**config.mk**
```make
export PLATFORM = sky130hd
export DESIGN_NAME = mandelbrot_escape_time_pixel
export DESIGN_NICKNAME = d
export VERILOG_FILES = /design/src/rtl/core/mandel_pkg.sv /design/src/rtl/core/mandelbrot_escape_time_pixel.sv /design/src/rtl/core/mandel_mul.sv
export SDC_FILE = /design/constraint.sdc
export NUM_CORES = 2
export LEC_CHECK = 0
export BUFFER_PORTS_ARGS = -buffer_cell sky130_fd_sc_hd__buf_2
export CAP_MARGIN = 20
export CORE_MARGIN = 3
export CORE_UTILIZATION = 60
export CTS_BUF_LIST = sky130_fd_sc_hd__clkbuf_16
export DETAILED_ROUTE_END_ITERATION = 6
export GPL_TIMING_DRIVEN = 1
export HOLD_SLACK_MARGIN = 0.12
export PLACE_DENSITY = 0.81
export RECOVER_POWER = 50
export SYNTH_ARGS = -nofsm -noshare
export SYNTH_HDL_FRONTEND = slang
export SYNTH_SLANG_ARGS = --single-unit
```
**constraint.sdc**
```tcl
create_clock -name clk_i -period 13.8 [get_ports clk_i]
set_clock_uncertainty 0.05 [all_clocks]
set_input_delay 0.69 -clock clk_i [delete_from_list [all_inputs] [get_ports clk_i]]
set_output_delay 0.69 -clock clk_i [all_outputs]
set_load 0.01 [all_outputs]
```
**src/rtl/core/mandel_pkg.sv**
```systemverilog
// ----------------------------------------------------------------------------
// mandel_pkg
// shared types and constants of the escape-time pixel engine
// ----------------------------------------------------------------------------
package mandel_pkg;

  // field widths
  localparam int unsigned COORD_W = 12;
  localparam int unsigned ITER_W  = 12;
  localparam int unsigned COLOR_W = 8;
  localparam int unsigned CFG_W   = 12;

  // integer bits kept above the binary point, sign included
  localparam int unsigned INT_BITS = 12;
  // extra headroom of a square over an operand
  localparam int unsigned SQ_EXTRA = 12;
  // digit width of the shared multiplier
  localparam int unsigned MUL_DIGIT_W = 16;

  // register reset values
  localparam logic [COLOR_W-1:0] EXT_COLOR_RST = 8'd255;
  localparam logic [ITER_W-1:0]  ITER_LIMIT_RST = 12'd200;

  typedef enum logic [1:0] {
    CFG_EXT_RED    = 2'd0,
    CFG_EXT_GREEN  = 2'd1,
    CFG_EXT_BLUE   = 2'd2,
    CFG_ITER_LIMIT = 2'd3
  } cfg_index_e;

  typedef enum logic [3:0] {
    CTRL_IDLE,
    CTRL_MAP_X,
    CTRL_MAP_Y,
    CTRL_SNAP,
    CTRL_TEST,
    CTRL_MUL_XY,
    CTRL_UPDATE,
    CTRL_SQ_X,
    CTRL_MUL_XX,
    CTRL_MUL_YY,
    CTRL_OUT
  } ctrl_state_e;

  typedef enum logic [1:0] {
    MUL_IDLE,
    MUL_RUN,
    MUL_FIN
  } mul_state_e;

  // request to the shared multiplier
  typedef struct packed {
    logic start;
    logic dbl;
  } mul_ctrl_t;

endpackage

```
**src/rtl/core/mandelbrot_escape_time_pixel.sv**
```systemverilog
// ----------------------------------------------------------------------------
// mandelbrot_escape_time_pixel
// maps a pixel onto the complex plane and counts escape-time iterations
// each iteration runs three products on the shared multiplier, which works
//   through D = ceil((FRACTION_BITS + 12) / 16) digits of its b operand
// throughput: one pixel at a time, next input taken after the result transfer
// reset: asynchronous, returns to idle, colours 255, iteration limit 200
// ----------------------------------------------------------------------------
module mandelbrot_escape_time_pixel #(
  parameter int unsigned IMAGE_SIZE    = 800,
  parameter int unsigned FRACTION_BITS = 28
) (
  input  logic                                clk_i,
  input  logic                                rst_ni,
  input  logic                                cfg_we_i,
  input  logic [1:0]                          cfg_index_i,
  input  logic [mandel_pkg::CFG_W-1:0]        cfg_data_i,
  input  logic                                in_valid_i,
  output logic                                in_ready_o,
  input  logic [mandel_pkg::COORD_W-1:0]      column_i,
  input  logic [mandel_pkg::COORD_W-1:0]      row_i,
  output logic                                out_valid_o,
  input  logic                                out_ready_i,
  output logic [mandel_pkg::ITER_W-1:0]       iterations_o,
  output logic                                inside_res_o,
  output logic [mandel_pkg::COLOR_W-1:0]      red_o,
  output logic [mandel_pkg::COLOR_W-1:0]      green_o,
  output logic [mandel_pkg::COLOR_W-1:0]      blue_o
);

  localparam int unsigned W  = FRACTION_BITS + mandel_pkg::INT_BITS;
  localparam int unsigned SW = W + mandel_pkg::SQ_EXTRA;
  localparam int unsigned CRD_W = mandel_pkg::COORD_W;
  localparam int unsigned IT_W  = mandel_pkg::ITER_W;
  localparam int unsigned COL_W = mandel_pkg::COLOR_W;

  localparam logic [63:0]       STEP_WIDE = (64'd4 << FRACTION_BITS) / 64'(IMAGE_SIZE);
  localparam logic [W-1:0]      STEP_U    = W'(STEP_WIDE);
  localparam logic signed [W:0] STEP1     = (W+1)'(STEP_WIDE);
  localparam logic signed [W:0] NEG_STEP1 = -STEP1;
  localparam logic signed [W-1:0] CX_MIN  = -(W'(5) << (FRACTION_BITS - 1));
  localparam logic signed [W-1:0] CY_MIN  = -(W'(2) << FRACTION_BITS);
  localparam logic signed [SW:0]  ESCAPE  = (SW+1)'(4) << FRACTION_BITS;

  mandel_pkg::ctrl_state_e state_q, state_d;

  // configuration
  logic [COL_W-1:0] ext_red_q, ext_green_q, ext_blue_q;
  logic [IT_W-1:0]  limit_q;

  // working registers
  logic [CRD_W-1:0]     col_q, row_q;
  logic signed [W-1:0]  cx_q, cy_q, zx_q, zy_q;
  logic signed [SW-1:0] zx2_q, zy2_q;
  logic [IT_W-1:0]      n_q;
  logic                 inside_q;

  // multiplier
  mandel_pkg::mul_ctrl_t mul_ctrl;
  logic signed [W-1:0]   mul_a, mul_b;
  logic                  mul_done;
  logic signed [SW-1:0]  mul_res;

  logic [CRD_W-1:0]     map_sel;
  logic [W-1:0]         map_prod;
  logic signed [W-1:0]  map_val;
  logic signed [W:0]    two_cy;
  logic                 snap;
  logic signed [SW:0]   mag_sum;
  logic                 go_on;
  logic signed [SW-1:0] zx_diff;
  logic signed [W-1:0]  zy_new, zx_new;
  logic                 load_px;

  assign map_sel  = (state_q == mandel_pkg::CTRL_MAP_X) ? col_q : row_q;
  assign map_prod = W'(map_sel) * STEP_U;
  assign map_val  = $signed(map_prod)
                    + ((state_q == mandel_pkg::CTRL_MAP_X) ? CX_MIN : CY_MIN);

  // points within half a step of the real axis sit on it
  assign two_cy = {cy_q, 1'b0};
  assign snap   = (two_cy > NEG_STEP1) && (two_cy < STEP1);

  assign mag_sum = (SW+1)'(zx2_q) + (SW+1)'(zy2_q);
  assign go_on   = (n_q < limit_q) && (mag_sum < ESCAPE);

  assign zx_diff = zx2_q - zy2_q;
  assign zy_new  = $signed(mul_res[W-1:0]) + cy_q;
  assign zx_new  = $signed(zx_diff[W-1:0]) + cx_q;

  mandel_mul #(
    .OP_W      (W),
    .RES_W     (SW),
    .FRAC_BITS (FRACTION_BITS)
  ) u_mul (
    .clk_i  (clk_i),
    .rst_ni (rst_ni),
    .ctrl_i (mul_ctrl),
    .op_a_i (mul_a),
    .op_b_i (mul_b),
    .done_o (mul_done),
    .res_o  (mul_res)
  );

  // next state
  always_comb begin
    state_d = state_q;
    unique case (state_q)
      mandel_pkg::CTRL_IDLE: begin
        if (in_valid_i) state_d = mandel_pkg::CTRL_MAP_X;
      end
      mandel_pkg::CTRL_MAP_X: state_d = mandel_pkg::CTRL_MAP_Y;
      mandel_pkg::CTRL_MAP_Y: state_d = mandel_pkg::CTRL_SNAP;
      mandel_pkg::CTRL_SNAP:  state_d = mandel_pkg::CTRL_TEST;
      mandel_pkg::CTRL_TEST: begin
        state_d = go_on ? mandel_pkg::CTRL_MUL_XY : mandel_pkg::CTRL_OUT;
      end
      mandel_pkg::CTRL_MUL_XY: begin
        if (mul_done) state_d = mandel_pkg::CTRL_UPDATE;
      end
      mandel_pkg::CTRL_UPDATE: state_d = mandel_pkg::CTRL_SQ_X;
      mandel_pkg::CTRL_SQ_X:   state_d = mandel_pkg::CTRL_MUL_XX;
      mandel_pkg::CTRL_MUL_XX: begin
        if (mul_done) state_d = mandel_pkg::CTRL_MUL_YY;
      end
      mandel_pkg::CTRL_MUL_YY: begin
        if (mul_done) state_d = mandel_pkg::CTRL_TEST;
      end
      mandel_pkg::CTRL_OUT: begin
        if (out_ready_i) state_d = mandel_pkg::CTRL_IDLE;
      end
      default: state_d = mandel_pkg::CTRL_IDLE;
    endcase
  end

  // sequencer outputs
  always_comb begin
    in_ready_o     = 1'b0;
    out_valid_o    = 1'b0;
    mul_ctrl.start = 1'b0;
    mul_ctrl.dbl   = 1'b0;
    mul_a          = zx_q;
    mul_b          = zy_q;
    unique case (state_q)
      mandel_pkg::CTRL_IDLE: in_ready_o = 1'b1;
      mandel_pkg::CTRL_TEST: begin
        mul_ctrl.start = go_on;
        mul_ctrl.dbl   = 1'b1;
      end
      mandel_pkg::CTRL_SQ_X: begin
        mul_ctrl.start = 1'b1;
        mul_b          = zx_q;
      end
      mandel_pkg::CTRL_MUL_XX: begin
        mul_ctrl.start = mul_done;
        mul_a          = zy_q;
      end
      mandel_pkg::CTRL_OUT: out_valid_o = 1'b1;
      default: ;
    endcase
  end

  assign load_px = in_valid_i && in_ready_o;

  always_ff @(posedge clk_i or negedge rst_ni) begin
    if (!rst_ni) begin
      state_q <= mandel_pkg::CTRL_IDLE;
    end else begin
      state_q <= state_d;
    end
  end

  always_ff @(posedge clk_i or negedge rst_ni) begin
    if (!rst_ni) begin
      ext_red_q   <= mandel_pkg::EXT_COLOR_RST;
      ext_green_q <= mandel_pkg::EXT_COLOR_RST;
      ext_blue_q  <= mandel_pkg::EXT_COLOR_RST;
      limit_q     <= mandel_pkg::ITER_LIMIT_RST;
    end else if (cfg_we_i) begin
      unique case (mandel_pkg::cfg_index_e'(cfg_index_i))
        mandel_pkg::CFG_EXT_RED:    ext_red_q   <= cfg_data_i[COL_W-1:0];
        mandel_pkg::CFG_EXT_GREEN:  ext_green_q <= cfg_data_i[COL_W-1:0];
        mandel_pkg::CFG_EXT_BLUE:   ext_blue_q  <= cfg_data_i[COL_W-1:0];
        mandel_pkg::CFG_ITER_LIMIT: limit_q     <= cfg_data_i[IT_W-1:0];
        default: ;
      endcase
    end
  end

  always_ff @(posedge clk_i) begin
    if (load_px) begin
      col_q <= column_i;
      row_q <= row_i;
    end
    unique case (state_q)
      mandel_pkg::CTRL_MAP_X: cx_q <= map_val;
      mandel_pkg::CTRL_MAP_Y: cy_q <= map_val;
      mandel_pkg::CTRL_SNAP: begin
        if (snap) cy_q <= '0;
        zx_q  <= '0;
        zy_q  <= '0;
        zx2_q <= '0;
        zy2_q <= '0;
        n_q   <= '0;
      end
      mandel_pkg::CTRL_TEST: begin
        inside_q <= (n_q == limit_q);
      end
      mandel_pkg::CTRL_UPDATE: begin
        zy_q <= zy_new;
        zx_q <= zx_new;
      end
      mandel_pkg::CTRL_MUL_XX: begin
        if (mul_done) zx2_q <= mul_res;
      end
      mandel_pkg::CTRL_MUL_YY: begin
        if (mul_done) begin
          zy2_q <= mul_res;
          n_q   <= n_q + IT_W'(1);
        end
      end
      default: ;
    endcase
  end

  assign iterations_o = n_q;
  assign inside_res_o = inside_q;
  assign red_o        = inside_q ? '0 : ext_red_q;
  assign green_o      = inside_q ? '0 : ext_green_q;
  assign blue_o       = inside_q ? '0 : ext_blue_q;

endmodule

```
**src/rtl/core/mandel_mul.sv**
```systemverilog
// ----------------------------------------------------------------------------
// mandel_mul
// shared fixed-point multiplier, one 16-bit digit of b per cycle,
// result floor(a*b / 2^frac) or floor(2*a*b / 2^frac)
// ----------------------------------------------------------------------------
module mandel_mul #(
  parameter int unsigned OP_W      = 40,
  parameter int unsigned RES_W     = 52,
  parameter int unsigned FRAC_BITS = 28
) (
  input  logic                    clk_i,
  input  logic                    rst_ni,
  input  mandel_pkg::mul_ctrl_t   ctrl_i,
  input  logic signed [OP_W-1:0]  op_a_i,
  input  logic signed [OP_W-1:0]  op_b_i,
  output logic                    done_o,
  output logic signed [RES_W-1:0] res_o
);

  localparam int unsigned DIGIT = mandel_pkg::MUL_DIGIT_W;
  localparam int unsigned NCH   = (OP_W + DIGIT - 1) / DIGIT;
  localparam int unsigned BW    = NCH * DIGIT;
  localparam int unsigned PW    = OP_W + BW;
  localparam int unsigned CW    = (NCH > 1) ? $clog2(NCH) : 1;

  mandel_pkg::mul_state_e state_q, state_d;

  logic [OP_W-1:0]         mag_a_q;
  logic [BW-1:0]           b_q;
  logic [PW-1:0]           acc_q;
  logic                    neg_q;
  logic                    dbl_q;
  logic [CW-1:0]           cnt_q;
  logic signed [RES_W-1:0] res_q;
  logic                    done_q;

  logic                    load;
  logic                    step;
  logic                    finish;

  logic [OP_W-1:0]         a_u;
  logic [OP_W-1:0]         b_u;
  logic [OP_W-1:0]         mag_a;
  logic [OP_W-1:0]         mag_b;
  logic [OP_W+DIGIT-1:0]   partial;
  logic [PW-1:0]           acc_next;
  logic signed [PW:0]      full;
  logic signed [PW:0]      shifted;

  assign a_u   = op_a_i;
  assign b_u   = op_b_i;
  assign mag_a = a_u[OP_W-1] ? (~a_u + OP_W'(1)) : a_u;
  assign mag_b = b_u[OP_W-1] ? (~b_u + OP_W'(1)) : b_u;

  assign partial  = (OP_W+DIGIT)'(mag_a_q) * (OP_W+DIGIT)'(b_q[BW-1 -: DIGIT]);
  assign acc_next = {acc_q[PW-DIGIT-1:0], {DIGIT{1'b0}}} + PW'(partial);

  assign full    = neg_q ? -$signed({1'b0, acc_q}) : $signed({1'b0, acc_q});
  assign shifted = dbl_q ? (full >>> (FRAC_BITS - 1)) : (full >>> FRAC_BITS);

  // next state
  always_comb begin
    state_d = state_q;
    unique case (state_q)
      mandel_pkg::MUL_IDLE: begin
        if (ctrl_i.start) state_d = mandel_pkg::MUL_RUN;
      end
      mandel_pkg::MUL_RUN: begin
        if (cnt_q == CW'(NCH - 1)) state_d = mandel_pkg::MUL_FIN;
      end
      mandel_pkg::MUL_FIN: begin
        state_d = mandel_pkg::MUL_IDLE;
      end
      default: state_d = mandel_pkg::MUL_IDLE;
    endcase
  end

  // outputs of the sequencer
  always_comb begin
    load   = 1'b0;
    step   = 1'b0;
    finish = 1'b0;
    unique case (state_q)
      mandel_pkg::MUL_IDLE: load   = ctrl_i.start;
      mandel_pkg::MUL_RUN:  step   = 1'b1;
      mandel_pkg::MUL_FIN:  finish = 1'b1;
      default: ;
    endcase
  end

  always_ff @(posedge clk_i or negedge rst_ni) begin
    if (!rst_ni) begin
      state_q <= mandel_pkg::MUL_IDLE;
      done_q  <= 1'b0;
    end else begin
      state_q <= state_d;
      done_q  <= finish;
    end
  end

  always_ff @(posedge clk_i) begin
    if (load) begin
      mag_a_q <= mag_a;
      b_q     <= BW'(mag_b);
      acc_q   <= '0;
      neg_q   <= a_u[OP_W-1] ^ b_u[OP_W-1];
      dbl_q   <= ctrl_i.dbl;
      cnt_q   <= '0;
    end else if (step) begin
      acc_q <= acc_next;
      b_q   <= b_q << DIGIT;
      cnt_q <= cnt_q + CW'(1);
    end
    if (finish) begin
      res_q <= shifted[RES_W-1:0];
    end
  end

  assign done_o = done_q;
  assign res_o  = res_q;

endmodule

```
* Word level (Yosys, flattened, before mapping) *
Index checks and enable logic that the tools add are counted.

storage, ports and cells
  bits in latches = 0
  memories = 0
  ROM bits = 0
  memory bits (writable) = 0
  register bits = 568
  output and inout bits = 39
  logic and storage cells = 130

cells by class
  multiply operators = 2
  reduce and logical (&&, ||, !) cells = 20
  eq/ne operators = 25
  bitwise logic cells = 3
  multiplexer cells = 39
  order comparisons = 4
  divide/modulo/power cells = 0
  add/sub/neg operators = 11
  shift-type cells = 0

operators with widths
  kind                    count
  $mux 40                 6
  $pmux 40 s2             3
  $pmux 52 s2             2
  $mux 52                 2
  $add 40x1->40 const B   2
  $add 40x40->40          2
  $add 80x56->80          1
  $mux 80                 1
  $neg 80->80             1
  $not 40->40             2
  $mul 40x16->56          1
  $add 52x52->53          1
  $lt 53x32->1 const B    1
  $pmux 4 s11             1
  $gt 41x22->1 const B    1
  $lt 41x22->1 const B    1
  $sub 40x40->40          1
  $mux 39                 1
  $add 34x31->35          1
  $mul 12x21->33 const B  1
  $mux 30                 1
  $mux 12                 2
  $mux 4                  6
  $mux 8                  3
  24 further kinds        60

* Depth between registers and ports, before layout *
  depth after elaboration = 6
  mapped depth = 31
  gate-level depth less buffers = 29

* Cells and area by module *
Synthesis repeated with hierarchy kept, for this count alone.

unflattened totals
  cells, all modules = 6419
  area, all modules = 59784.8 µm²

by module, submodules not included
  module                        cells an instance  times used  area each (µm²)
  mandel_mul                    3905               1           33910.0
  mandelbrot_escape_time_pixel  2514               1           25874.8

* Worst setup path before layout *
Ideal clock, no wire load.

  path type = flip-flop to flip-flop
  start = register state_q[1]
  end = register cy_q[32], data pin
  period minus slack after synthesis = 9219 ps
  stages on the path, launching flop included = 31
  data required time = 13495 ps
  arrival = 8915 ps
  buffers on the path = 3
  setup slack = 4581 ps
  cells stage by stage = dfrtp_1 clkbuf_1 clkbuf_1 nand2b_1 nor3_1 clkbuf_1 mux2i_1 inv_1 fa_1 inv_1 fa_1 inv_1 fa_1 fa_1 inv_1 fa_1 inv_1 ha_1 and4_1 a21oi_1 nand2_1 a31oi_1 o31ai_1 a41oi_1 xnor2_1 ha_1 a21o_1 a21oi_1 nor3b_1 xnor2_1 and2_1

between the ends
  cells in the longest elaborated chain, start to end = 5
  elaborated cells on any way between the ends = 8
  those cells by class = add/sub (1); mul (1); eq/ne (3); mux (3)

ends and longest elaborated chain
  what                    RTL line                             text
  from (decl)             mandelbrot_escape_time_pixel.sv:45   mandel_pkg::ctrl_state_e state_q, state_d;
  from (signal assigned)  mandelbrot_escape_time_pixel.sv:167  state_q <= mandel_pkg::CTRL_IDLE;
  from (signal assigned)  mandelbrot_escape_time_pixel.sv:169  state_q <= state_d;
  $eq 4x1->1              mandelbrot_escape_time_pixel.sv:75   assign map_sel = (state_q == mandel_pkg::CTRL_MAP_X) ? col_q : row_q;
  $mux 12                 mandelbrot_escape_time_pixel.sv:75
  $mul 12x21->33          mandelbrot_escape_time_pixel.sv:76   assign map_prod = W'(map_sel) * STEP_U;
  via map_prod[4]         mandelbrot_escape_time_pixel.sv:65   logic [W-1:0] map_prod;
  $add 34x31->35          mandelbrot_escape_time_pixel.sv:78   + ((state_q == mandel_pkg::CTRL_MAP_X) ? CX_MIN : CY_MIN);
  via map_val[32]         mandelbrot_escape_time_pixel.sv:66   logic signed [W-1:0] map_val;
  $pmux 40 s2             mandelbrot_escape_time_pixel.sv:195  unique case (state_q)
  to (signal assigned)    mandelbrot_escape_time_pixel.sv:197  mandel_pkg::CTRL_MAP_Y: cy_q <= map_val;
  to (decl)               mandelbrot_escape_time_pixel.sv:53   logic signed [W-1:0] cx_q, cy_q, zx_q, zy_q;

The timed path passes the listed nets, and every way through them passes these cells.
A chain may end at the register's enable or synchronous reset.

* Final worst setup path *
  start = register state_q[0]
  end = register cy_q[32], data pin

between the ends
  cells in the longest elaborated chain, start to end = 5
  elaborated cells on any way between the ends = 8
  those cells by class = add/sub (1); mul (1); eq/ne (3); mux (3)

ends and longest elaborated chain
  what              RTL line
  $eq 4x1->1 *      mandelbrot_escape_time_pixel.sv:75, mandelbrot_escape_time_pixel.sv:78
  $mux 12           mandelbrot_escape_time_pixel.sv:75
  $mul 12x21->33    mandelbrot_escape_time_pixel.sv:76
  $add 34x31->35 *  mandelbrot_escape_time_pixel.sv:78
  via map_val[32]   mandelbrot_escape_time_pixel.sv:66
  $pmux 40 s2 *     mandelbrot_escape_time_pixel.sv:195

Mark *: on every way through the listed nets, which the timed path passes. The rest lies on a longest branch.

==> results.md <==
* Status: complete, but fails checks
* Failing checks: max-capacitance violations, max-slew violations
* First-pass GRT wire length at 264 mm
* TritonCTS clock tree: yes
* GRT overflow at 0
* FF-to-FF path depth at 29
* Startpoint type of the worst setup path: flop
* Initial antenna violation count at 2
* RSZ-0062 raised after global routing: false
* YS warnings at 0
* Fin crit share at 78.3%
* Cells after Synth at 6509
* Worst setup path endpoint: cy_q[32]$_SDFFCE_PP0P_
* Endpoints failing setup at 0
* Main flop type after synthesis: edfxtp_1
* Die Area at 103000 um2
* Num rows at 114
* Slew Viols, Final at 435
* Die X at 321 um
* Cell area after synthesis at 59600 um2
* Arrival time worst endpoint at 11180 ps
* Critical Path Source: state_q[0]$_DFFE_PN0P_
* Htree depth at 2
* Crit end category: flop
* Insertion delay to the later sink of the worst-skew pair at 700 ps
* Syn nets at 7618
* CP most frequent cell: inv_1
* Non-Filler Instances at 7733
* R2R Path Start: state_q[0]$_DFFE_PN0P_
* Crit Path Class: reg -> reg
* Max cap viols at 10
* Average wire per standard cell at 21.6 um
* Initial DRC count at 4414
* Cts repair resizes at 0
* Worst Path Max Fanout at 51
* Area Overhead vs Synth at 5.36%
* Routed vias/inst at 6.05
* Routed WL at 167 mm
* Max-slew headroom at -122%
* HP Start: row_i[8]
* Placed cells at 7612
* Fillers at 7922
* Core area at 97600 um2
* Nets at 7516
* Initial core utilization at 61.1%
* Top-Level Pins at 82
* Achievable Freq at 92.6 MHz
* Max incr delay on CP at 2370 ps
* Post-synth cell types at 93
* Final ANT Viol Nets at 0
* Post-route setup TNS at 0 ps
* Period minus WS final at 10800 ps
* Post-synth ARST share at 7.71%
* Vias at 46800
* Vias in the first global route at 47900
* Post-synth EDFFs at 425
* Register area at 15700 um2
* Reg2Reg Setup Slack at 3000 ps
* Sequential fraction of the synthesis area at 26.3%
* Core Util, Final at 64.4%
* Seq cells post-synth at 558
* Clk slew on worst S/H paths at 70 ps
* Global-route usage over all layers at 32.8%
* Clock Sinks at 558
* DRC at 0
* Worst path required time at 14170 ps
* DP HPWL at 129 mm
* Clk buf depth at 3
* Die H at 321 um
* IO Port Bufs at 81
* Worst path slowest cell: clkbuf_1
* Layout cells sized above 1 at 4.92%
* Largest net degree at the start of global routing at 174
* TritonRoute pass-1 iters at 6
* Root buffer cell: clkbuf_16
* Post-CTS Setup Inserts at 0
* Num CTS Buffers at 59
* RD Place Congestion at 1.02
* Synthesized area per cell at 9.16 um2
* Actual slew at the worst max-slew pin at 3340 ps
* Final hold slack at 148 ps
* Final hold vios at 0
* Ant diodes at 0
* Hold WC Path Type: in -> reg
* Multi-input gate area at 38600 um2
* Worst reg2reg endpoint: cy_q[32]$_SDFFCE_PP0P_
-- state kept, by name (all words and copies together) (netlist names), 35 cells and up --
register,count
zx2_q,52
zy2_q,52
u_mul.res_o,52
u_mul.acc_q,80
u_mul.mag_a_q,40
cy_q,35
cx_q,35
zy_q,40
zx_q,40
u_mul.b_q,48
-- timing repair --
| action | CTS | global route |
|---|---|---|
| hold endpoints to repair | 20 | 0 |
| hold buffers | 7 | 0 |
| endpoints found under the setup margin | 0 | 0 |
-- metal layers --
layer | vias to the layer above | track usage (%) | part of all wire (%)
li1 | 21000 | - | -
met1 | 22900 | 40.2 | 37
met2 | 2241 | 55.2 | 48
met3 | 624 | 5.69 | 8.4
met4 | 0 | 18.4 | 6.7
met5 | - | 0 | 0
-- critical path: cells and delay by family (launching register included) --
family                     cells  cell delay [ps]
xor gates and xnor gates       2              390
buffers and inverters          6             2670
muxes                          1              750
AOI/OAI and AO/OA              6             1440
and+or+nand+nor                6             1180
adders and majority gates      8             3420
DFF                            1              640
-- cells in the mapped netlist (16+ instances only) --
| library cell | instances | area share, % |
|---|---|---|
| a211oi_1 | 57 | 0.72 |
| o21ai_0 | 172 | 1.4 |
| xor2_1 | 97 | 1.4 |
| nor2b_1 | 71 | 0.75 |
| and3_1 | 31 | 0.33 |
| mux2i_1 | 90 | 1.5 |
| nand2_1 | 780 | 4.9 |
| nor4_1 | 31 | 0.33 |
| a21oi_1 | 373 | 3.1 |
| dfxtp_1 | 90 | 3.0 |
| nor3_1 | 122 | 1.0 |
| nand3_1 | 64 | 0.54 |
| a21o_1 | 110 | 1.4 |
| xnor2_1 | 140 | 2.1 |
| edfxtp_1 | 425 | 21 |
| clkbuf_1 | 261 | 1.6 |
| a31oi_1 | 38 | 0.40 |
| a21boi_0 | 17 | 0.21 |
| nor3b_1 | 18 | 0.23 |
| nor2_1 | 384 | 2.4 |
| fa_1 | 678 | 23 |
| or2_2 | 24 | 0.25 |
| o21bai_1 | 29 | 0.37 |
| ha_1 | 388 | 8.1 |
| mux2_2 | 54 | 1.0 |
| o21a_1 | 31 | 0.39 |
| o31ai_1 | 20 | 0.25 |
| nand4_1 | 56 | 0.59 |
| or3_1 | 26 | 0.27 |
| dfstp_2 | 27 | 1.2 |
| dfrtp_1 | 16 | 0.67 |
| inv_1 | 1107 | 7.0 |
| buf_2 | 18 | 0.15 |
| o211ai_1 | 37 | 0.47 |
| and2_1 | 352 | 3.7 |
| nand2b_1 | 42 | 0.44 |
-- cell type report --
cell class                 count  area share [%]
timing repair buffer         135            1.22
tap                         1276            2.54
sequential                   558            25.0
clock inverter                51           0.739
clock buffer                  60            2.39
multi-input combinational   4544            61.5
inverter                    1109            6.63
-- cells in the final DEF, fill, tap and decap left out, types with 66 or more instances in the layout --
master,n
o21ai_0,172
nor2b_1,71
edfxtp_1,425
nor3_1,121
a21oi_1,373
dfxtp_1,86
nand2_1,778
mux2i_1,89
and2_0,66
ha_1,388
xor2_1,97
fa_1,678
inv_1,1118
nor2_1,380
a21o_1,110
and2_1,287
xnor2_1,140
-- how the worst min path moves through the flow --
stage                                      end  slack, ps  cells after the start
detailed placement  u_mul.b_q[41]$_SDFFE_PP0N_        400                      2
global placement    u_mul.b_q[41]$_SDFFE_PP0N_        400                      2
floorplan               limit_q[0]$_DFFE_PN0P_        340                      0
global route                row_q[8]$_DFFE_PP_        130                      1
finish                      row_q[8]$_DFFE_PP_        150                      1
CTS                         row_q[5]$_DFFE_PP_        120                      1
-- per-stage QoR --
stage / area, um2 / setup slack (ps)
after floorplan: 59600 / 4580
after global placement: 60900 / 4890
after detailed placement: 60900 / 4790
after CTS: 62900 / 4770
after global routing: 62800 / 2350
final: 62800 / 3000
-- cells by family (layout without fill, tap and decap cells) --
family	count (synthesis)	in the layout	share of synthesized area [%]
adders and majority gates	1066	1066	30.9
and+or+nand+nor	2049	2049	16.5
buffers and inverters	1407	1355	8.93
AOI/OAI and AO/OA	1034	1034	11.1
muxes	158	158	2.80
xor gates and xnor gates	237	237	3.48
DFF	558	558	26.3
Power is left out: the tool's default activity adds up to more than one toggle a clock period on the data nets, which glitch-free logic cannot reach.
